`src/hw/rtl/ep0_pkg.sv`:
```
// shared types, constants and codes for the endpoint-0 control sequencer
// no dependencies; used by every module under hw/rtl

package ep0_pkg;

    // sizing of the endpoint
    localparam int MAX_PACKET   = 64;
    localparam int BUFFER_BYTES = 128;

    // depth of the command queue between front and back
    localparam int FIFO_DEPTH = 4;
    localparam int FIFO_AW    = $clog2(FIFO_DEPTH);

    // input item kinds
    localparam logic [1:0] KIND_SETUP   = 2'd0;
    localparam logic [1:0] KIND_OUT     = 2'd1;
    localparam logic [1:0] KIND_TX_FREE = 2'd2;
    localparam logic [1:0] KIND_REPLY   = 2'd3;

    // result actions
    localparam logic [2:0] ACT_ACCEPT  = 3'd0;
    localparam logic [2:0] ACT_DISCARD = 3'd1;
    localparam logic [2:0] ACT_SEND    = 3'd2;
    localparam logic [2:0] ACT_STALL   = 3'd3;
    localparam logic [2:0] ACT_READY   = 3'd4;

    // one input event
    typedef struct packed {
        logic [1:0]  kind;
        logic        setup_direction_in;
        logic [15:0] setup_length;
        logic [6:0]  out_length;
        logic        tx_free;
        logic        handled;
        logic [7:0]  reply_length;
    } item_t;

    // one result transaction
    typedef struct packed {
        logic [2:0]  action;
        logic [7:0]  offset;
        logic [15:0] length;
        logic        last;
    } result_t;

    // result body without the last flag
    typedef struct packed {
        logic [2:0]  action;
        logic [7:0]  offset;
        logic [15:0] length;
    } res_body_t;

    // queued command: one or two results caused by one item
    typedef struct packed {
        logic      two;
        res_body_t r0;
        res_body_t r1;
    } cmd_t;

endpackage

```
`src/hw/rtl/ep0_front.sv`:
```
// front end: takes input events, keeps the control transfer state and
// turns each event that causes results into a queued command; depends on ep0_pkg

module ep0_front (
    input  logic            clk,
    input  logic            rst_n,
    input  logic            item_valid,
    output logic            item_stall,
    input  ep0_pkg::item_t  item,
    output logic            push,
    output ep0_pkg::cmd_t   push_cmd,
    input  logic            full
);

    localparam logic [16:0] BUF17  = 17'(ep0_pkg::BUFFER_BYTES);
    localparam logic [15:0] BUF16  = 16'(ep0_pkg::BUFFER_BYTES);
    localparam logic [7:0]  MAXP8  = 8'(ep0_pkg::MAX_PACKET);

    logic        done_reg,  done_next;
    logic [16:0] rcount_reg, rcount_next;
    logic        dir_reg,   dir_next;
    logic [15:0] rlen_reg,  rlen_next;
    logic        sact_reg,  sact_next;
    logic [7:0]  srem_reg,  srem_next;
    logic [7:0]  soff_reg,  soff_next;
    logic        trunc_reg, trunc_next;
    logic        pend_reg,  pend_next;

    logic        accept;
    logic        send_try;
    logic [1:0]  nres;
    logic [16:0] room;
    logic [6:0]  take;
    logic [16:0] sum;
    logic [7:0]  clip;
    logic [7:0]  plen;
    ep0_pkg::res_body_t r0, r1;

    assign item_stall = full;
    assign accept     = item_valid && !full;

    // classify the event and work out the next transfer state
    always_comb
    begin
        done_next   = done_reg;
        rcount_next = rcount_reg;
        dir_next    = dir_reg;
        rlen_next   = rlen_reg;
        sact_next   = sact_reg;
        srem_next   = srem_reg;
        soff_next   = soff_reg;
        trunc_next  = trunc_reg;
        pend_next   = pend_reg;
        nres        = 2'd0;
        r0          = '0;
        r1          = '0;
        send_try    = 1'b0;
        room        = BUF17 - rcount_reg;
        take        = '0;
        sum         = rcount_reg + {10'd0, item.out_length};
        clip        = (item.reply_length > BUF16[7:0] && ep0_pkg::BUFFER_BYTES < 256)
                      ? BUF16[7:0] : item.reply_length;
        plen        = '0;

        case (item.kind)
            ep0_pkg::KIND_SETUP:
            begin
                done_next   = 1'b0;
                rcount_next = '0;
                sact_next   = 1'b0;
                pend_next   = 1'b0;
                dir_next    = item.setup_direction_in;
                rlen_next   = item.setup_length;
                if (item.setup_direction_in || item.setup_length == 16'd0)
                begin
                    nres = 2'd1;
                    if (!item.setup_direction_in && item.setup_length > BUF16)
                    begin
                        r0.action = ep0_pkg::ACT_STALL;
                        done_next = 1'b1;
                        pend_next = 1'b0;
                    end
                    else
                    begin
                        r0.action = ep0_pkg::ACT_READY;
                        pend_next = 1'b1;
                    end
                end
            end
            ep0_pkg::KIND_OUT:
            begin
                if (done_reg)
                begin
                    // unexpected data after the transfer ended
                    nres      = 2'd2;
                    r0.action = ep0_pkg::ACT_STALL;
                    r1.action = ep0_pkg::ACT_DISCARD;
                end
                else if (!dir_reg)
                begin
                    // out data stage, bytes past the buffer are counted only
                    if (rcount_reg < BUF17)
                    begin
                        take = (room < {10'd0, item.out_length})
                               ? room[6:0] : item.out_length;
                    end
                    nres      = 2'd1;
                    r0.action = ep0_pkg::ACT_ACCEPT;
                    r0.offset = rcount_reg[7:0];
                    r0.length = {9'd0, take};
                    rcount_next = sum;
                    if (sum >= {1'b0, rlen_reg})
                    begin
                        rcount_next = {1'b0, rlen_reg};
                        nres        = 2'd2;
                        if (rlen_reg > BUF16)
                        begin
                            r1.action = ep0_pkg::ACT_STALL;
                            done_next = 1'b1;
                            pend_next = 1'b0;
                        end
                        else
                        begin
                            r1.action = ep0_pkg::ACT_READY;
                            r1.length = rlen_reg;
                            pend_next = 1'b1;
                        end
                    end
                end
                else
                begin
                    // status packet from host ends an in transfer
                    nres      = 2'd1;
                    r0.action = ep0_pkg::ACT_DISCARD;
                    sact_next = 1'b0;
                    pend_next = 1'b0;
                    done_next = 1'b1;
                end
            end
            ep0_pkg::KIND_TX_FREE:
            begin
                send_try = 1'b1;
            end
            ep0_pkg::KIND_REPLY:
            begin
                if (pend_reg)
                begin
                    pend_next = 1'b0;
                    if (!item.handled)
                    begin
                        nres      = 2'd1;
                        r0.action = ep0_pkg::ACT_STALL;
                        done_next = 1'b1;
                    end
                    else if (dir_reg)
                    begin
                        // clip reply to the buffer and to wLength
                        if ({8'd0, clip} > rlen_reg)
                        begin
                            clip = rlen_reg[7:0];
                        end
                        soff_next  = '0;
                        srem_next  = clip;
                        trunc_next = ({8'd0, clip} < rlen_reg);
                        sact_next  = 1'b1;
                        send_try   = 1'b1;
                    end
                    else
                    begin
                        // zero-length status packet
                        soff_next  = '0;
                        srem_next  = '0;
                        trunc_next = 1'b0;
                        sact_next  = 1'b1;
                        send_try   = 1'b1;
                        done_next  = 1'b1;
                    end
                end
            end
            default:
            begin
                nres = 2'd0;
            end
        endcase

        // packet send when the transmitter has room
        if (send_try && sact_next && item.tx_free)
        begin
            plen      = (srem_next < MAXP8) ? srem_next : MAXP8;
            nres      = 2'd1;
            r0.action = ep0_pkg::ACT_SEND;
            r0.offset = soff_next;
            r0.length = {8'd0, plen};
            soff_next = soff_next + plen;
            srem_next = srem_next - plen;
            if (srem_next == 8'd0 && (!trunc_next || plen < MAXP8))
            begin
                sact_next = 1'b0;
            end
        end
    end

    assign push         = accept && (nres != 2'd0);
    assign push_cmd.two = (nres == 2'd2);
    assign push_cmd.r0  = r0;
    assign push_cmd.r1  = r1;

    // transfer state
    always_ff @(posedge clk or negedge rst_n)
    begin
        if (!rst_n)
        begin
            done_reg   <= 1'b0;
            rcount_reg <= '0;
            dir_reg    <= 1'b0;
            rlen_reg   <= '0;
            sact_reg   <= 1'b0;
            srem_reg   <= '0;
            soff_reg   <= '0;
            trunc_reg  <= 1'b0;
            pend_reg   <= 1'b0;
        end
        else if (accept)
        begin
            done_reg   <= done_next;
            rcount_reg <= rcount_next;
            dir_reg    <= dir_next;
            rlen_reg   <= rlen_next;
            sact_reg   <= sact_next;
            srem_reg   <= srem_next;
            soff_reg   <= soff_next;
            trunc_reg  <= trunc_next;
            pend_reg   <= pend_next;
        end
    end

endmodule

```
`src/hw/rtl/ep0_cmd_fifo.sv`:
```
// short command queue between the front end and the back end
// depends on ep0_pkg for the command type and depth

module ep0_cmd_fifo (
    input  logic           clk,
    input  logic           rst_n,
    input  logic           push,
    input  ep0_pkg::cmd_t  push_cmd,
    output logic           full,
    input  logic           pop,
    output ep0_pkg::cmd_t  pop_cmd,
    output logic           empty
);

    localparam logic [ep0_pkg::FIFO_AW:0] DEPTH = (ep0_pkg::FIFO_AW + 1)'(ep0_pkg::FIFO_DEPTH);

    ep0_pkg::cmd_t                 slot_reg [ep0_pkg::FIFO_DEPTH];
    logic [ep0_pkg::FIFO_AW-1:0]   wptr_reg, wptr_next;
    logic [ep0_pkg::FIFO_AW-1:0]   rptr_reg, rptr_next;
    logic [ep0_pkg::FIFO_AW:0]     count_reg, count_next;

    assign full    = (count_reg == DEPTH);
    assign empty   = (count_reg == '0);
    assign pop_cmd = slot_reg[rptr_reg];

    // pointer and fill count update
    always_comb
    begin
        wptr_next  = wptr_reg;
        rptr_next  = rptr_reg;
        count_next = count_reg;
        if (push)
        begin
            wptr_next = (wptr_reg == ep0_pkg::FIFO_AW'(ep0_pkg::FIFO_DEPTH - 1))
                        ? '0 : wptr_reg + 1'b1;
        end
        if (pop)
        begin
            rptr_next = (rptr_reg == ep0_pkg::FIFO_AW'(ep0_pkg::FIFO_DEPTH - 1))
                        ? '0 : rptr_reg + 1'b1;
        end
        if (push && !pop)
        begin
            count_next = count_reg + 1'b1;
        end
        else if (pop && !push)
        begin
            count_next = count_reg - 1'b1;
        end
    end

    always_ff @(posedge clk or negedge rst_n)
    begin
        if (!rst_n)
        begin
            wptr_reg  <= '0;
            rptr_reg  <= '0;
            count_reg <= '0;
        end
        else
        begin
            wptr_reg  <= wptr_next;
            rptr_reg  <= rptr_next;
            count_reg <= count_next;
        end
    end

    // queue storage
    always_ff @(posedge clk)
    begin
        if (push)
        begin
            slot_reg[wptr_reg] <= push_cmd;
        end
    end

endmodule

```
`src/hw/rtl/ep0_back.sv`:
```
// back end: unpacks queued commands into result transactions and holds
// the output register; depends on ep0_pkg

module ep0_back (
    input  logic             clk,
    input  logic             rst_n,
    input  logic             empty,
    input  ep0_pkg::cmd_t    pop_cmd,
    output logic             pop,
    output logic             result_valid,
    input  logic             result_stall,
    output ep0_pkg::result_t result
);

    logic                 valid_reg, valid_next;
    logic                 second_reg, second_next;
    ep0_pkg::result_t     out_reg, out_next;
    ep0_pkg::res_body_t   held_reg, held_next;
    logic                 load;

    assign load         = !valid_reg || !result_stall;
    assign result_valid = valid_reg;
    assign result       = out_reg;

    // pick the next result: held second one first, then the queue head
    always_comb
    begin
        pop         = 1'b0;
        valid_next  = valid_reg;
        second_next = second_reg;
        out_next    = out_reg;
        held_next   = held_reg;
        if (load)
        begin
            if (second_reg)
            begin
                out_next    = {held_reg, 1'b1};
                valid_next  = 1'b1;
                second_next = 1'b0;
            end
            else if (!empty)
            begin
                pop         = 1'b1;
                out_next    = {pop_cmd.r0, !pop_cmd.two};
                valid_next  = 1'b1;
                second_next = pop_cmd.two;
                held_next   = pop_cmd.r1;
            end
            else
            begin
                valid_next = 1'b0;
            end
        end
    end

    always_ff @(posedge clk or negedge rst_n)
    begin
        if (!rst_n)
        begin
            valid_reg  <= 1'b0;
            second_reg <= 1'b0;
        end
        else
        begin
            valid_reg  <= valid_next;
            second_reg <= second_next;
        end
    end

    // result payload
    always_ff @(posedge clk)
    begin
        out_reg  <= out_next;
        held_reg <= held_next;
    end

endmodule

```
`src/hw/rtl/usb_ep0_control_sequencer.sv`:
```
// top level of the usb endpoint-0 control transfer sequencer
// depends on ep0_pkg, ep0_front, ep0_cmd_fifo and ep0_back

// Events (setup, OUT packet, transmit free, handler reply) are taken one per
// clock while the four-entry command queue has room; the front end updates the
// transfer state in the same cycle and queues the one or two results an event
// causes. The back end sends one result transaction per clock from its output
// register while the receiver does not stall, so an event with two results
// leaves it as two transactions in turn. A result passes the queue write and
// then the output register before it appears. Stall on the event side rises
// only when the queue is full. No clearing pass is needed after reset.

module usb_ep0_control_sequencer (
    input  logic             clk,
    input  logic             rst_n,
    input  logic             item_valid,
    output logic             item_stall,
    input  ep0_pkg::item_t   item,
    output logic             result_valid,
    input  logic             result_stall,
    output ep0_pkg::result_t result
);

    logic          push;
    logic          pop;
    logic          full;
    logic          empty;
    ep0_pkg::cmd_t push_cmd;
    ep0_pkg::cmd_t pop_cmd;

    ep0_front u_front (
        .clk        (clk),
        .rst_n      (rst_n),
        .item_valid (item_valid),
        .item_stall (item_stall),
        .item       (item),
        .push       (push),
        .push_cmd   (push_cmd),
        .full       (full)
    );

    ep0_cmd_fifo u_fifo (
        .clk      (clk),
        .rst_n    (rst_n),
        .push     (push),
        .push_cmd (push_cmd),
        .full     (full),
        .pop      (pop),
        .pop_cmd  (pop_cmd),
        .empty    (empty)
    );

    ep0_back u_back (
        .clk          (clk),
        .rst_n        (rst_n),
        .empty        (empty),
        .pop_cmd      (pop_cmd),
        .pop          (pop),
        .result_valid (result_valid),
        .result_stall (result_stall),
        .result       (result)
    );

endmodule

```
`config.mk`:
```
export PLATFORM = sky130hd
export DESIGN_NAME = usb_ep0_control_sequencer
export DESIGN_NICKNAME = d
export VERILOG_FILES = /design/src/hw/rtl/ep0_pkg.sv /design/src/hw/rtl/ep0_front.sv /design/src/hw/rtl/ep0_cmd_fifo.sv /design/src/hw/rtl/ep0_back.sv /design/src/hw/rtl/usb_ep0_control_sequencer.sv
export SDC_FILE = /design/constraint.sdc
export NUM_CORES = 1
export LEC_CHECK = 0
export ABC_AREA = 1
export BUFFER_PORTS_ARGS = -buffer_cell sky130_fd_sc_hd__buf_2
export CORE_MARGIN = 2
export CORE_UTILIZATION = 59
export DETAILED_ROUTE_END_ITERATION = 16
export PLACE_DENSITY = 0.77
export SYNTH_ARGS = -nofsm -noshare
export SYNTH_HDL_FRONTEND = slang
export SYNTH_HIERARCHICAL = 1
export SYNTH_SLANG_ARGS = --single-unit
```
`constraint.sdc`:
```
create_clock -name clk -period 5.56 [get_ports clk]
set_input_delay 1.39 -clock clk [delete_from_list [all_inputs] [get_ports clk]]
set_output_delay 1.39 -clock clk [all_outputs]
set_load 0.05 [all_outputs]
```
[After elaboration in Yosys (flattened, before gate mapping)]
Memories as Yosys holds them, arrays and structs flattened.
Index checks and enable logic that the tools add are counted.
Word-level totals
  memories kept: 1
  output and inout port bits: 30
  memory bits (writable): 188
  register bits: 118
  word-level logic and storage cells: 184
Operators by class
  multiplexer cells: 96
  bitwise gates (word level): 2
  reduce and logical (&&, ||, !) cells: 33
  $lt $le $gt $ge: 10
  add/sub/neg operators: 8
  equal/unequal tests: 13
Memories
  u_fifo.slot_reg: words 4, width 47, rd ports 1, clocked after Yosys merged registers in 0, write ports 1, RTL line ep0_cmd_fifo.sv:17  | ep0_pkg::cmd_t slot_reg [ep0_pkg::FIFO_DEPTH];
Operator list (number)
  $mux 8: 16
  $mux 16: 5
  $mux 24: 3
  $mux 28: 2
  $mux 17: 3
  $mux 1: 38
  $pmux 17 s2: 1
  $mux 3: 11
  $gt 16x8->1 const B: 2
  $mux 27: 1
  $add 17x7->17: 1
  $ge 17x16->1: 1
  $lt 17x7->1: 1
  $lt 17x8->1 const B: 1
  $sub 8x17->17 const A: 1
  $gt 8x16->1: 1
  $logic_not 16->1: 1
  $lt 8x16->1: 1
  $lt 8x7->1 const B: 2
  $mux 2: 8
  $mux 7: 2
  $reduce_and 4->1: 3
  $eq 2x2->1 const B: 5
  $pmux 1 s3: 3
  other kinds (26): 49

[Longest topological paths before layout]
Gate-level depths: netlist (run 1).
  depth after elaboration: 19
  mapped depth: 35
  mapped depth without buffers: 35

[Hierarchy]
Netlist (run 1), hierarchy kept.
Modules (own cells, without submodules)
  ep0_cmd_fifo: cells each 694, instances 1, seq. area each 6781.5 um2, area each 9195.1 um2
  ep0_front: cells each 806, instances 1, seq. area each 1351.3 um2, area each 5462.7 um2
  ep0_back: cells each 156, instances 1, seq. area each 1701.6 um2, area each 2097.0 um2

[Worst setup path before layout (run 1)]
Ideal clock, no wire load.
  path kind: input -> register
  start: input port item[10] in the netlist's numbering
  end: memory u_fifo/slot_reg[0][0] in the netlist's numbering, enable pin
  setup slack: -457 ps
  library setup time: 409 ps
  required time: 5151 ps
  path buffers: 0
  arrival: 5607 ps
  cell stages on the path: 27
  cells stage by stage: ha_1 fa_1 nand3_1 nand2_1 a21oi_2 nor2_1 o21ai_2 inv_2 nand2_1 nor2_1 xor2_1 ha_1 a21oi_1 nor2_1 a211oi_1 nand2_1 nand2_1 nand2_1 a21oi_1 nand2_2 nand2_1 nand2_1 nand3_1 nor2_1 nor2_1 nand2_1 inv_1
Between the ends
  longest elaborated chain between the ends: 11
RTL lines
  start: declaration: RTL line usb_ep0_control_sequencer.sv:18  | input ep0_pkg::item_t item,
  $add 17x7->17: RTL line ep0_front.sv:60  | sum = rcount_reg + {10'd0, item.out_length};
  $ge 17x16->1: RTL line ep0_front.sv:112  | if (sum >= {1'b0, rlen_reg})
  $mux 2: RTL line ep0_front.sv:112
  $mux 2: RTL line ep0_front.sv:99  | else if (!dir_reg)
  $mux 2: RTL line ep0_front.sv:92  | if (done_reg)
  $pmux 2 s3: RTL line ep0_front.sv:65  | case (item.kind)
  $mux 2: RTL line ep0_front.sv:187  | if (send_try && sact_next && item.tx_free)
  $reduce_bool 2->1: RTL line ep0_front.sv:203  | assign push = accept && (nres != 2'd0);
  $logic_and 1x1->1: RTL line ep0_front.sv:203
  via push: RTL line usb_ep0_control_sequencer.sv:24  | logic push;
  $mux 1: RTL line ep0_cmd_fifo.sv:71  | if (push)
  $mux 1 (implied by the code): RTL line ep0_cmd_fifo.sv:73  | slot_reg[wptr_reg] <= push_cmd;
  end: declaration: RTL line ep0_cmd_fifo.sv:17
The timed path passes the listed nets, and every way through them passes these cells.

[Final worst setup path (run 1)]
  start: input port item[10] in the netlist's numbering
  end: register u_fifo/count_reg[2] in the netlist's numbering
Between the ends
  longest elaborated chain between the ends: 12
RTL lines
  $add 17x7->17 (*): RTL line ep0_front.sv:60
  $ge 17x16->1 (*): RTL line ep0_front.sv:112
  $mux 2 (*): RTL line ep0_front.sv:112
  $mux 2 (*): RTL line ep0_front.sv:99
  $mux 2 (*): RTL line ep0_front.sv:92
  $pmux 2 s3 (*): RTL line ep0_front.sv:65
  $mux 2 (*): RTL line ep0_front.sv:187
  $reduce_bool 2->1 (*): RTL line ep0_front.sv:203
  $logic_and 1x1->1 (*): RTL line ep0_front.sv:203
  via push: RTL line usb_ep0_control_sequencer.sv:24
  $logic_not 1->1: RTL line ep0_cmd_fifo.sv:46  | else if (pop && !push)
  $logic_and 1x1->1: RTL line ep0_cmd_fifo.sv:46
  $reduce_bool 2->1 (no source line)
  end signal: assignment: RTL line ep0_cmd_fifo.sv:64  | count_reg <= count_next;
  end: declaration: RTL line ep0_cmd_fifo.sv:20  | logic [ep0_pkg::FIFO_AW:0] count_reg, count_next;
Mark *: on every way through the listed nets, which the timed path passes. The rest lies on a longest branch.
A chain may end at the register's enable or synchronous reset.

==> metrics.md, run 1 <==
| Metric | Value |
|---|---|
| Routability Congestion | between 0.9 and 1 |
| Utilization after layout | 0.6634 |
| Post-synthesis sequential area ratio | 0.5870 |
| Post-Syn Area per Cell | slightly above 10 um2 |
| Number of DRC violations after detailed routing | 0 |
| Clock sinks | 338 |
| Placeable Area | 0.02786 mm2 |
| Top cell type's share of synthesized area | 0.4929 |
| Startpoint of the lowest-slack register-to-register path | u_front/rcount_reg[0] |
| Die Outline Area | 0.02976 mm2 |
| Most common cell after layout, fill and taps aside | sky130_fd_sc_hd__nand2_1 |
| Length of the first detailed-routing pass in iterations | 5 |
| Startpoint Class | input pin |
| Peak supply drop | 0.0003030 V |
| Maximum number of pins on one net before global-route repair | 159 |
| Hold path cells | 2 |
| Post-route design area | 0.01848 mm2 |
| Max Root-Sink Buffers | 3 |
| Insertion delay to the later sink of the worst-skew pair | 0.52 ns |
| Final period utilization | 0.9336 |
| Maximum frequency from static timing analysis | 192.6 MHz |
| DR iter-0 viols | 929 |
| Data arrival, critical path | 5.58 ns |
| DP HPWL | 23480 um |
| ANT nets after route | 0 |
| Routed length per instance | 16.43 um |
| Horizontal die dimension | 172.5 um |
| Sum of routed wire length over all layers | 35120 um |
| R2R depth | 33 |
| H-tree levels | 2 |
| Final setup violation count | 0 |
| Clock tree from TritonCTS | yes |
| Post-Synthesis Cell Area | 0.01675 mm2 |
| Reg-to-reg setup timing slack | 0.92 ns |
| Number of endpoints with negative hold slack in the final report | 0 |
| Setup Crit Path Kind | input pin to flip-flop |
| Leakage | 8.076 nW |
| Layout Skew | 0.02449 ns |
| Number of distinct library cell variants in the gate-level netlist after synthesis | 48 |
| Critical Path Most Common Cell | sky130_fd_sc_hd__nand2_1 |
| Combined area of the multi-input logic cells | 0.005400 mm2 |
| Die height | around 170 um |
| Overall fraction of global-route tracks in use | 0.2372 |
| First-pass GRT wire length | 56520 um |
| Effective utilization at floorplan | 0.6014 |
| Worst hold path endpoint | u_front/rlen_reg[6] |
| Flip-flop count of the largest register, all copies and words added | between 200 and 250 |
| Fraction of synthesis flops using an asynchronous set or reset pin | 0.1864 |
| Via count of the first global-routing pass | 11401 |
| Number of buffers created by CTS | 35 |
| Layout cell share with drive strength beyond 1 | 0.1217 |
| Clock input transition at the sequential cells of the worst setup and hold paths | 0.06 ns |
| Number of buffers inserted by port buffering | 69 |
| Synthesis-to-finish area growth | 10.31% |
| Number of antenna violations at the first check in global routing | 0 |
| Relative slew slack | 0.2833 |
| Site row count | 61 |
| Routed via count divided by cell count | around 5.4 |
| Worst min-delay path category | flip-flop to flip-flop |
| Result of the run | complete, no violations |
| Max-capacitance violation count | 0 |
| DP Area | 0.01736 mm2 |
| Worst path required time | 5.95 ns |
| Ranking of synthesized cells by area | sky130_fd_sc_hd__edfxtp_1 49%, sky130_fd_sc_hd__dfrtp_1 9.4%, sky130_fd_sc_hd__nand2_1 9.1% |
| Post-layout min period | 5.191 ns |
| Clock tree root buffer cell | sky130_fd_sc_hd__clkbuf_16 |
| Final total power | 9.839 mW |
| Seq. cell area | 0.009836 mm2 |
| Slew at the pin closest to its max-slew limit | 1.072 ns |
| Flops & latches, synth | ~340 |
| Number of antenna repair diodes | 0 |
| Slowest CP cell | sky130_fd_sc_hd__fa_1 |
| Top-Level Pins | 70 |
| Filler cells | 2082 |
| Number of max-slew violations in the final report | 0 |
| Total number of vias | 11600 |
| Leading cell types in the layout, fill and taps excluded | 407 x sky130_fd_sc_hd__nand2_1, 275 x sky130_fd_sc_hd__edfxtp_1, 247 x sky130_fd_sc_hd__inv_1 |
| Count of yosys warnings during synthesis | 6 |
| Final global-route overflow total | 0 |
| Instance count of the mapped netlist | 1656 |
| Power per standard cell area | 532.4 mW/mm2 |
| Delay of the slowest cell on the worst path | 0.38 ns |
| Top FF cell, synth | sky130_fd_sc_hd__edfxtp_1 |
| Worst hold path startpoint | u_front/rlen_reg[6] |
| Post-synth top area cell | sky130_fd_sc_hd__edfxtp_1 |
| Reg-to-reg endpoint | u_fifo/count_reg[2] |
| Crit path max fanout | 5 |
| EDFF count, synth | approximately 280 |
| Worst Setup End Kind | flip-flop |
| Net count reported at finish | 1835 |
[logic make-up (layout without fill, tap and decap cells)]
group / Yosys count / after routing / share of synthesized area
XOR/XNOR: 21 / 21 / 0.01098
AO/OA/AOI/OAI: 307 / 307 / 0.1146
adder cells (fa/ha/maj): 62 / 62 / 0.04764
AND/OR/NAND/NOR: 571 / 571 / 0.1420
buffers and inverters: 356 / 435 / 0.09760
flip-flops: 338 / 338 / 0.5870
other: 1 / 25 / 0.0002238
[worst max-delay path by stage]
stage	startpoint	end	slack (ns)	cells past startpoint
finish	item[10]	u_fifo/count_reg[2]	0.37	34
global route	item[10]	u_fifo/count_reg[2]	-0.004	36
CTS	item[10]	u_fifo/count_reg[2]	0.33	34
detailed placement	item[10]	u_fifo/count_reg[2]	-0.14	34
global placement	item[10]	u_fifo/count_reg[2]	0.05	34
floorplan	item[10]	u_fifo/slot_reg[3][0]	0.01	26
[stage by stage]
stage / std cells / TNS (ns) / hold slack [ns] / worst slack (ns)
6_report: 2137 / 0 / 0.4877 / 0.3692
5_1_grt: 2137 / -0.003819 / 0.5201 / -0.003819
4_1_cts: 2135 / 0 / 0.4894 / 0.3345
3_5_place_dp: 2072 / -0.1794 / 0.4749 / -0.1350
3_3_place_gp: 2072 / 0 / 0.4659 / 0.04679
2_1_floorplan: 1680 / 0 / 0.4520 / 0.01278
[power by group]
group          switching [mW]  total (mW)  internal (mW)
Clock                   0.919        2.22           1.30
Sequential              0.243        3.68           3.44
Combinational            2.78        3.94           1.16
Total                    3.94        9.84           5.90
[worst max-delay path: cells and delay by family]
kind / cells / cell delay, ns
buf+inv: 4 / 0.38
simple gates: 19 / 1.38
fa+ha+maj: 5 / 1.47
xor+xnor: 1 / 0.16
compound gates: 5 / 0.79
[routing by layer]
metal | up-vias | global-route usage | wire length (um)
met1 | 5474 | 0.3007 | 14600
li1 | 5679 | - | -
met3 | 85 | 0.03736 | 1935
met2 | 362 | 0.4053 | 17280
met5 | - | 0 | 0
met4 | 0 | 0.1036 | 1311
[area by class of cell]
class,instances,area share
clock buffer,44,0.05091
clock inverter,19,0.008598
inverter,271,0.05612
multi-input combinational,986,0.2922
sequential,338,0.5322
tap,378,0.02559
timing repair buffer,101,0.03439
[cells in the mapped netlist, types with 2 or more instances]
master and number:
sky130_fd_sc_hd__a211oi_1 2, sky130_fd_sc_hd__a21oi_1 48, sky130_fd_sc_hd__a21oi_2 3, sky130_fd_sc_hd__a31oi_1 4, sky130_fd_sc_hd__buf_2 23, sky130_fd_sc_hd__buf_4 30
sky130_fd_sc_hd__buf_6 21, sky130_fd_sc_hd__clkbuf_1 11, sky130_fd_sc_hd__clkinv_1 2, sky130_fd_sc_hd__dfrtp_1 63, sky130_fd_sc_hd__edfxtp_1 275, sky130_fd_sc_hd__fa_1 3
sky130_fd_sc_hd__ha_1 59, sky130_fd_sc_hd__inv_1 252, sky130_fd_sc_hd__inv_2 17, sky130_fd_sc_hd__nand2_1 407, sky130_fd_sc_hd__nand2_2 6, sky130_fd_sc_hd__nand3_1 31
sky130_fd_sc_hd__nand3_2 9, sky130_fd_sc_hd__nand4_1 10, sky130_fd_sc_hd__nor2_1 79, sky130_fd_sc_hd__nor2_2 6, sky130_fd_sc_hd__nor2_4 4, sky130_fd_sc_hd__nor3_1 12
sky130_fd_sc_hd__nor4_1 2, sky130_fd_sc_hd__o211ai_1 119, sky130_fd_sc_hd__o21ai_0 92, sky130_fd_sc_hd__o21ai_1 14, sky130_fd_sc_hd__o21ai_2 3, sky130_fd_sc_hd__o22ai_1 11
sky130_fd_sc_hd__o31ai_1 2, sky130_fd_sc_hd__xnor2_1 3, sky130_fd_sc_hd__xor2_1 18
[timing repair]
item	in CTS	in global routing
buffers inserted	0	2
endpoints found under the setup margin	0	2
gates resized for setup	0	4
hold buffers	0	0
Power figures use the tool's default switching activity.
==> inputs of run 2 (changes only) <==
--- a/config.mk
+++ b/config.mk
@@ -13,5 +13,4 @@
 export PLACE_DENSITY = 0.77
 export SYNTH_ARGS = -nofsm -noshare
 export SYNTH_HDL_FRONTEND = slang
-export SYNTH_HIERARCHICAL = 1
 export SYNTH_SLANG_ARGS = --single-unit
==> run 2 against run 1 <==
Effect of this change:
- total power fell by 13%
- first-iteration DRC count fell by 20%
- combinational power fell by 5%
- critical path type unchanged
- global-route usage rose by 2.3 points
- largest cell class unchanged
- synthesized area fell by 21%
- register-to-register slack improved by 0.08 ns
==> metrics.md, run 2 <==
| Metric | Value |
|---|---|
| Leading cell types in the layout, fill and taps excluded | 212 x sky130_fd_sc_hd__nand2_1, 209 x sky130_fd_sc_hd__nor2_1, 203 x sky130_fd_sc_hd__edfxtp_1 |
| Number of DRC violations after detailed routing | 0 |
| Worst path required time | ~6.0 ns |
| Share of the synthesized netlist area taken by xor and xnor gates | 0.01717 |
| Number of antenna violations at the first check in global routing | 1 |
| R2R depth | 26 |
| Final period utilization | 0.9046 |
| Synth top cells by count | 214 x sky130_fd_sc_hd__nor2_1, 212 x sky130_fd_sc_hd__nand2_1, 203 x sky130_fd_sc_hd__edfxtp_1, 154 x sky130_fd_sc_hd__inv_1, 145 x sky130_fd_sc_hd__o21ai_0 |
| Sum of routed wire length over all layers | 30640 um |
| Result of the run | complete, no violations |
| Number of placed instances, taps included | about 1700 |
| Peak supply drop | between 0.0003 and 0.0004 V |
| Final global-route overflow total | 0 |
| Site row count | between 50 and 60 |
| Placeable Area | ~0.022 mm2 |
| Die height | roughly 150 um |
| Layout Skew | 0.007685 ns |
| Setup repair after global routing missed its margin | no |
| Data arrival, critical path | 5.47 ns |
| Net count reported at finish | 1579 |
| Routed length per instance | roughly 17 um |
| Insertion delay to the later sink of the worst-skew pair | 0.56 ns |
| Leakage | between 6 and 7 nW |
| Slew at the pin closest to its max-slew limit | between 1 and 1.5 ns |
| Top FF cell, synth | sky130_fd_sc_hd__edfxtp_1 |
| DP HPWL | 20490 um |
| Post-Syn Area per Cell | 9.714 um2 |
| Number of endpoints with negative hold slack in the final report | 0 |
| Overall fraction of global-route tracks in use | 0.2598 |
| Die Outline Area | roughly 0.024 mm2 |
| Max-capacitance violation count | 0 |
| Number of buffers inserted by port buffering | 69 |
| Flops & latches, synth | 266 |
| Relative slew slack | 0.2030 |
| Top cell type's share of synthesized area | 0.4597 |
| Post-synthesis mux area share | 0.0008492 |
| Flip-flop count of the largest register, all copies and words added | 156 |
| Compound-gate portion of the synthesized area | 0.1192 |
| Worst Setup End Kind | flip-flop |
| Ranking of synthesized cells by area | sky130_fd_sc_hd__edfxtp_1 46%, sky130_fd_sc_hd__dfrtp_1 12%, sky130_fd_sc_hd__nor2_1 6.1% |
| Post-synthesis sequential area ratio | 0.5786 |
| Most common cell after layout, fill and taps aside | sky130_fd_sc_hd__nand2_1 |
| Post-synth top area cell | sky130_fd_sc_hd__edfxtp_1 |
| Clock sinks | 266 |
| Total number of vias | 9974 |
| Number of max-slew violations in the final report | 0 |
| Layout cell share with drive strength beyond 1 | 0.1295 |
| Count leader, synth | sky130_fd_sc_hd__nor2_1 |
| Post-route design area | 0.01504 mm2 |
| DR iter-0 viols | ~750 |
| DP Area | 0.01418 mm2 |
| Routability Congestion | 0.9573 |
| Largest family of logic cells by synthesized area | simple AND/OR/NAND/NOR gates |
| Adder and majority cell fraction of the synthesized area | 0.06020 |
| H-tree levels | 1 |
| Horizontal die dimension | roughly 150 um |
| Top-Level Pins | 70 |
| Synthesis-to-finish area growth | 13.40% |
| Via count of the first global-routing pass | between 9000 and 10000 |
| Hold path cells | 2 |
| Filler cells | 1626 |
| Clock tree from TritonCTS | yes |
| Final setup violation count | 0 |
| Number of gates resized after cts | 0 |
| Post-layout min period | 5.030 ns |
| Fraction of synthesis flops using an asynchronous set or reset pin | 0.2368 |
| Number of buffers created by CTS | 27 |
| Post-route worst setup slack | 0.5301 ns |
| Effective utilization at floorplan | 0.6039 |
| Setup Crit Path Kind | input pin to flip-flop |
| Clock tree root buffer cell | sky130_fd_sc_hd__clkbuf_16 |
| ANT nets after route | 0 |
| Max Root-Sink Buffers | 3 |
| Instance count of the mapped netlist | about 1400 |
| Worst Hold Slack | 0.4876 ns |
| Power per standard cell area | 566.1 mW/mm2 |
| Setup Fix Bufs, Post-CTS | 0 |
| Final Instance Count excl. Fillers | between 1500 and 2000 |
| First-pass GRT wire length | 48700 um |
| Clock input transition at the sequential cells of the worst setup and hold paths | 0.07 ns |
| Count of yosys warnings during synthesis | 0 |
| Length of the first detailed-routing pass in iterations | 5 |
| Maximum number of pins on one net before global-route repair | 82 |
| Post-Synthesis Cell Area | 0.01326 mm2 |
| Crit path max fanout | 3 |
| Maximum frequency from static timing analysis | 198.8 MHz |
| Worst-case setup slack after placement | -0.001251 ns |
| Number of distinct library cell variants in the gate-level netlist after synthesis | 50 |
| EDFF count, synth | 203 |
| Routed via count divided by cell count | 5.607 |
| Startpoint Class | input pin |
| Simple-gate share of the synthesized area | 0.1604 |
| Worst min-delay path category | flip-flop to flip-flop |
| Hold-fix buffers, CTS | 0 |
[run 2: cell types whose count changed after synthesis, moves of 26 or more]
cell / previous run / this run
sky130_fd_sc_hd__buf_4: 30 / 0
sky130_fd_sc_hd__edfxtp_1: 275 / 203
sky130_fd_sc_hd__inv_1: 252 / 154
sky130_fd_sc_hd__nand2_1: 407 / 212
sky130_fd_sc_hd__nor2_1: 79 / 214
sky130_fd_sc_hd__o211ai_1: 119 / 2
sky130_fd_sc_hd__o21ai_0: 92 / 145
sky130_fd_sc_hd__o22ai_1: 11 / 37
[run 2: cell type report]
type / count / area, um2 / area share
Sequential cell: 266 / 7675 / 0.5104
Multi-Input combinational cell: 914 / 4912 / 0.3267
Clock buffer: 32 / 714.4 / 0.04751
Inverter: 172 / 645.6 / 0.04294
Timing Repair Buffer: 96 / 598.1 / 0.03977
Tap cell: 280 / 350.3 / 0.02330
Clock inverter: 18 / 138.9 / 0.009236
Antenna cell: 1 / 2.502 / 0.0001664
[run 2: logic make-up after synthesis]
| kind of cell | after synthesis |
|---|---|
| AND/OR/NAND/NOR | 503 |
| AO/OA/AOI/OAI | 286 |
| flip-flops | 266 |
| buffers and inverters | 220 |
| adder cells (fa/ha/maj) | 62 |
| XOR/XNOR | 26 |
| other | 1 |
| multiplexers | 1 |
[run 2: path summary, 6_finish.rpt]
check,slack (ns),from,to
hold reg to reg,0.49,u_front.srem_reg[7],u_front.srem_reg[7]
hold / removal,0.49,u_front.srem_reg[7],u_front.srem_reg[7]
max in group asynchronous,3.57,rst_n,u_fifo.rptr_reg[0]
setup reg to reg,1.00,u_front.rcount_reg[0],u_fifo.count_reg[1]
setup / recovery,0.53,item[10],u_fifo.count_reg[1]
min in group asynchronous,1.01,rst_n,u_front.soff_reg[4]
[run 2: report_power, final]
| part | total (mW) | switching (mW) | internal [mW] |
|---|---|---|---|
| Clock | 1.75 | 0.781 | 0.974 |
| Combinational | 3.76 | 2.59 | 1.17 |
| Sequential | 3.00 | 0.275 | 2.73 |
[run 2: metrics by stage]
stage | setup TNS [ns] | utilization | power (mW)
floorplan | -24.90 | - | 5.757
global placement | 0 | 0.6458 | 6.634
detailed placement | -0.001251 | 0.6458 | 6.741
CTS | 0 | 0.6847 | 8.503
global route | 0 | 0.6847 | 9.101
finish | 0 | 0.6848 | 8.513
[run 2: per-layer routing]
metal,share of wire,global-route usage
met5,0,0
met4,0.034,0.09123
met3,0.073,0.03946
met2,0.48,0.4423
met1,0.41,0.3433
[run 2: critical path, cell delays in order]
cell and delay [ns]:
sky130_fd_sc_hd__buf_2 0.09, sky130_fd_sc_hd__ha_1 0.15, sky130_fd_sc_hd__inv_1 0.06, sky130_fd_sc_hd__fa_1 0.37, sky130_fd_sc_hd__nand3b_1 0.16, sky130_fd_sc_hd__nand2_1 0.10
sky130_fd_sc_hd__a21oi_2 0.08, sky130_fd_sc_hd__o21ai_2 0.16, sky130_fd_sc_hd__nand2_1 0.12, sky130_fd_sc_hd__nor3_1 0.18, sky130_fd_sc_hd__xor2_1 0.16, sky130_fd_sc_hd__inv_1 0.07
sky130_fd_sc_hd__ha_1 0.30, sky130_fd_sc_hd__a21oi_1 0.17, sky130_fd_sc_hd__o21bai_1 0.08, sky130_fd_sc_hd__a41oi_1 0.27, sky130_fd_sc_hd__nand4_4 0.14, sky130_fd_sc_hd__nand2_1 0.10
sky130_fd_sc_hd__nand2_1 0.05, sky130_fd_sc_hd__nand2_1 0.08, sky130_fd_sc_hd__nand4_2 0.10, sky130_fd_sc_hd__nand2_2 0.08, sky130_fd_sc_hd__inv_1 0.04, sky130_fd_sc_hd__ha_1 0.18
sky130_fd_sc_hd__inv_1 0.10, sky130_fd_sc_hd__fa_1 0.42, sky130_fd_sc_hd__mux2_2 0.28
==> inputs of run 3 (changes only) <==
--- a/config.mk
+++ b/config.mk
@@ -5,7 +5,6 @@
 export SDC_FILE = /design/constraint.sdc
 export NUM_CORES = 1
 export LEC_CHECK = 0
-export ABC_AREA = 1
 export BUFFER_PORTS_ARGS = -buffer_cell sky130_fd_sc_hd__buf_2
 export CORE_MARGIN = 2
 export CORE_UTILIZATION = 59
==> run 3 against run 2 <==
Effect of this change:
- clock power is 3% lower
- synthesized cell count is 30% lower
- die area is 2.6% lower
- clock skew is 0.0059 ns higher
- worst hold slack hardly changed
- synthesized area is 2.7% lower
- count of clock-buffer cells in the layout is 2 lower
- first-iteration DRC count is 5.6% lower
- combinational power is 21% lower
==> metrics.md, run 3 <==
| Metric | Value |
|---|---|
| Result of the run | complete, no violations |
| Final setup violation count | 0 |
| Horizontal die dimension | 151.9 um |
| Leading cell types in the layout, fill and taps excluded | 203 x sky130_fd_sc_hd__edfxtp_1, 69 x sky130_fd_sc_hd__nand2_1, 69 x sky130_fd_sc_hd__buf_2 |
| Max Root-Sink Buffers | 3 |
| Share of the synthesized netlist area taken by xor and xnor gates | 0.01561 |
| Post-synthesis mux area share | 0.1148 |
| Worst Hold Slack | 0.4876 ns |
| Maximum number of pins on one net before global-route repair | 64 |
| Final total power | 7.703 mW |
| Total number of vias | 8226 |
| Number of antenna violations at the first check in global routing | 0 |
| Final global-route overflow total | 0 |
| Net Switching | 2.857 mW |
| Clock Power Share | 0.220 |
| DP HPWL | 19200 um |
| Simple-gate share of the synthesized area | 0.1004 |
| Via count of the first global-routing pass | about 8300 |
| H-tree levels | 1 |
| Maximum frequency from static timing analysis | 200.7 MHz |
| Number of buffers created by CTS | 27 |
| Number of DRC violations after detailed routing | 0 |
| Worst path required time | 5.97 ns |
| Utilization after layout | 0.6773 |
| Length of the first detailed-routing pass in iterations | 5 |
| Flops & latches, synth | around 270 |
| Final Instance Count excl. Fillers | 1372 |
| Insertion delay to the later sink of the worst-skew pair | 0.54 ns |
| Post-route worst setup slack | 0.5768 ns |
| Layout Skew | ~0.014 ns |
| Count of yosys warnings during synthesis | 0 |
| Number of buffers inserted by port buffering | 69 |
| Max-capacitance violation count | 0 |
| DP Area | 0.01381 mm2 |
| Worst min-delay path category | flip-flop to flip-flop |
| Synth top cells by count | 203 x sky130_fd_sc_hd__edfxtp_1, 69 x sky130_fd_sc_hd__nand2_1, 63 x sky130_fd_sc_hd__dfrtp_1, 59 x sky130_fd_sc_hd__ha_1, 53 x sky130_fd_sc_hd__nor2_1 |
| Data arrival, critical path | 5.39 ns |
| Startpoint Class | input pin |
| Hold-fix buffers, CTS | 0 |
| Site row count | 54 |
| Top cell type's share of synthesized area | 0.4725 |
| Part of the total power dissipated in combinational logic | 0.387 |
| Switching share of power | 0.3709 |
| Die Outline Area | 0.02307 mm2 |
| Top FF cell, synth | sky130_fd_sc_hd__edfxtp_1 |
| Number of antenna repair diodes | 0 |
| Ranking of synthesized cells by area | sky130_fd_sc_hd__edfxtp_1 47%, sky130_fd_sc_hd__dfrtp_1 12%, sky130_fd_sc_hd__mux4_2 6.8% |
| Post-synthesis sequential area ratio | 0.5946 |
| Relative slew slack | 0.3070 |
| Worst Setup End Kind | flip-flop |
| Setup repair after global routing missed its margin | no |
| Number of distinct library cell variants in the gate-level netlist after synthesis | 68 |
| Setup Crit Path Kind | input pin to flip-flop |
| Setup Fix Bufs, Post-CTS | 0 |
| Power share of the sequential group | 0.393 |
| Overall fraction of global-route tracks in use | 0.2416 |
| Clock tree root buffer cell | sky130_fd_sc_hd__clkbuf_16 |
| Routed via count divided by cell count | 5.996 |
| Post-Synthesis Cell Area | 0.01290 mm2 |
| Post-layout min period | 4.983 ns |
| Placeable Area | 0.02162 mm2 |
| Leakage | 5.726 nW |
| Adder and majority cell fraction of the synthesized area | 0.06187 |
| Filler cells | 1577 |
| First-pass GRT wire length | 44330 um |
| Effective utilization at floorplan | 0.5968 |
| Routability Congestion | roughly 0.92 |
| Clock tree from TritonCTS | yes |
| Internal Dissipation | 4.846 mW |
| Clock sinks | 266 |
| Power per standard cell area | 526.0 mW/mm2 |
| Post-Syn Area per Cell | 13.60 um2 |
| Top-Level Pins | 70 |
| Flip-flop count of the largest register, all copies and words added | 156 |
| Peak supply drop | ~0.00027 V |
| Die height | 151.9 um |
| Worst-case setup slack after placement | 0.1366 ns |
| Combined area of the multi-input logic cells | 0.005086 mm2 |
| Number of gates resized after cts | 0 |
| Routed length per instance | 20.25 um |
| Sum of routed wire length over all layers | 27790 um |
| Synthesis-to-finish area growth | 13.49% |
| Net count reported at finish | 1174 |
| Seq. cell area | 0.007674 mm2 |
| Compound-gate portion of the synthesized area | 0.08941 |
| Count leader, synth | sky130_fd_sc_hd__edfxtp_1 |
| Number of max-slew violations in the final report | 0 |
| Fraction of synthesis flops using an asynchronous set or reset pin | 0.2368 |
| Slew at the pin closest to its max-slew limit | approximately 1.0 ns |
| EDFF count, synth | ~200 |
| ANT nets after route | 0 |
| Number of endpoints with negative hold slack in the final report | 0 |
| Setup TNS | 0 ns |
| Clock input transition at the sequential cells of the worst setup and hold paths | around 0.060 ns |
| Number of placed instances, taps included | 1323 |
| Largest family of logic cells by synthesized area | multiplexers |
| DR iter-0 viols | 705 |
| Final period utilization | 0.8963 |
| Instance count of the mapped netlist | 949 |
| Post-route design area | about 0.015 mm2 |
| Most common cell after layout, fill and taps aside | sky130_fd_sc_hd__edfxtp_1 |
| Layout cell share with drive strength beyond 1 | 0.2088 |
| Crit path max fanout | 11 |
| Post-synth top area cell | sky130_fd_sc_hd__edfxtp_1 |
-- run 3: cell count changes after synthesis, sizes merged, moves of 22 or more --
cell,change
nor2,-168
nand2,-150
inv,-129
o21ai,-114
mux4,+39
mux2,+33
and2,+31
o22ai,-27
mux2i,+22
nor2b,+22
-- run 3: layer usage --
metal / vias to the layer above / routed length, um / global-route usage
li1: 3836 / - / -
met3: 48 / 1630 / 0.02653
met5: - / 0 / 0
met4: 0 / 791 / 0.07566
met2: 307 / 13530 / 0.4026
met1: 4035 / 11840 / 0.3396
-- run 3: final timing paths --
path                            slack, ns                endpoint                   from  cells past startpoint
worst max-delay path                 0.58        u_front.sact_reg                item[7]                     17
worst min-delay path                 0.49     u_front.soff_reg[0]    u_front.soff_reg[0]                      2
worst max register to register       0.96  u_front.rcount_reg[11]  u_front.rcount_reg[0]                     19
worst min register to register       0.49     u_front.soff_reg[0]    u_front.soff_reg[0]                      2
max in group asynchronous            3.86      u_fifo.rptr_reg[0]                  rst_n                      2
min in group asynchronous            1.03  u_front.rcount_reg[13]                  rst_n                      2
-- run 3: kinds of logic (layout without fill, tap and decap cells) --
kind of cell	Yosys count	after routing
buffers and inverters	78	186
adder cells (fa/ha/maj)	62	62
AO/OA/AOI/OAI	171	171
other	1	36
multiplexers	95	95
AND/OR/NAND/NOR	253	253
XOR/XNOR	23	23
flip-flops	266	266
-- run 3: power groups by stage --
stage               clock, mW  combinational [mW]  sequential, mW
global route             1.79                3.26            3.08
global placement            0                2.91            3.05
detailed placement          0                2.97            3.06
finish                   1.69                2.98            3.03
CTS                      1.72                2.99            3.03
floorplan                   0                1.96            3.25
-- run 3: cell type report --
cell class	count	area share
clock buffer	30	0.04759
clock inverter	19	0.009399
inverter	42	0.01077
multi-input combinational	640	0.3473
sequential	266	0.5241
tap	280	0.02393
timing repair buffer	95	0.03691
-- run 3: worst max-delay path, cell delays in order --
cell	delay [ns]
sky130_fd_sc_hd__buf_2	0.16
sky130_fd_sc_hd__nor2b_1	0.29
sky130_fd_sc_hd__ha_1	0.31
sky130_fd_sc_hd__and2_1	0.17
sky130_fd_sc_hd__o21ai_0	0.07
sky130_fd_sc_hd__nand4bb_1	0.29
sky130_fd_sc_hd__nand2_1	0.41
sky130_fd_sc_hd__mux2i_1	0.38
sky130_fd_sc_hd__inv_1	0.11
sky130_fd_sc_hd__ha_1	0.30
sky130_fd_sc_hd__a21oi_1	0.12
sky130_fd_sc_hd__o21ai_0	0.09
sky130_fd_sc_hd__a221oi_1	0.46
sky130_fd_sc_hd__a21oi_1	0.12
sky130_fd_sc_hd__and4_1	0.20
sky130_fd_sc_hd__and4_1	0.19
sky130_fd_sc_hd__a2111oi_0	0.32
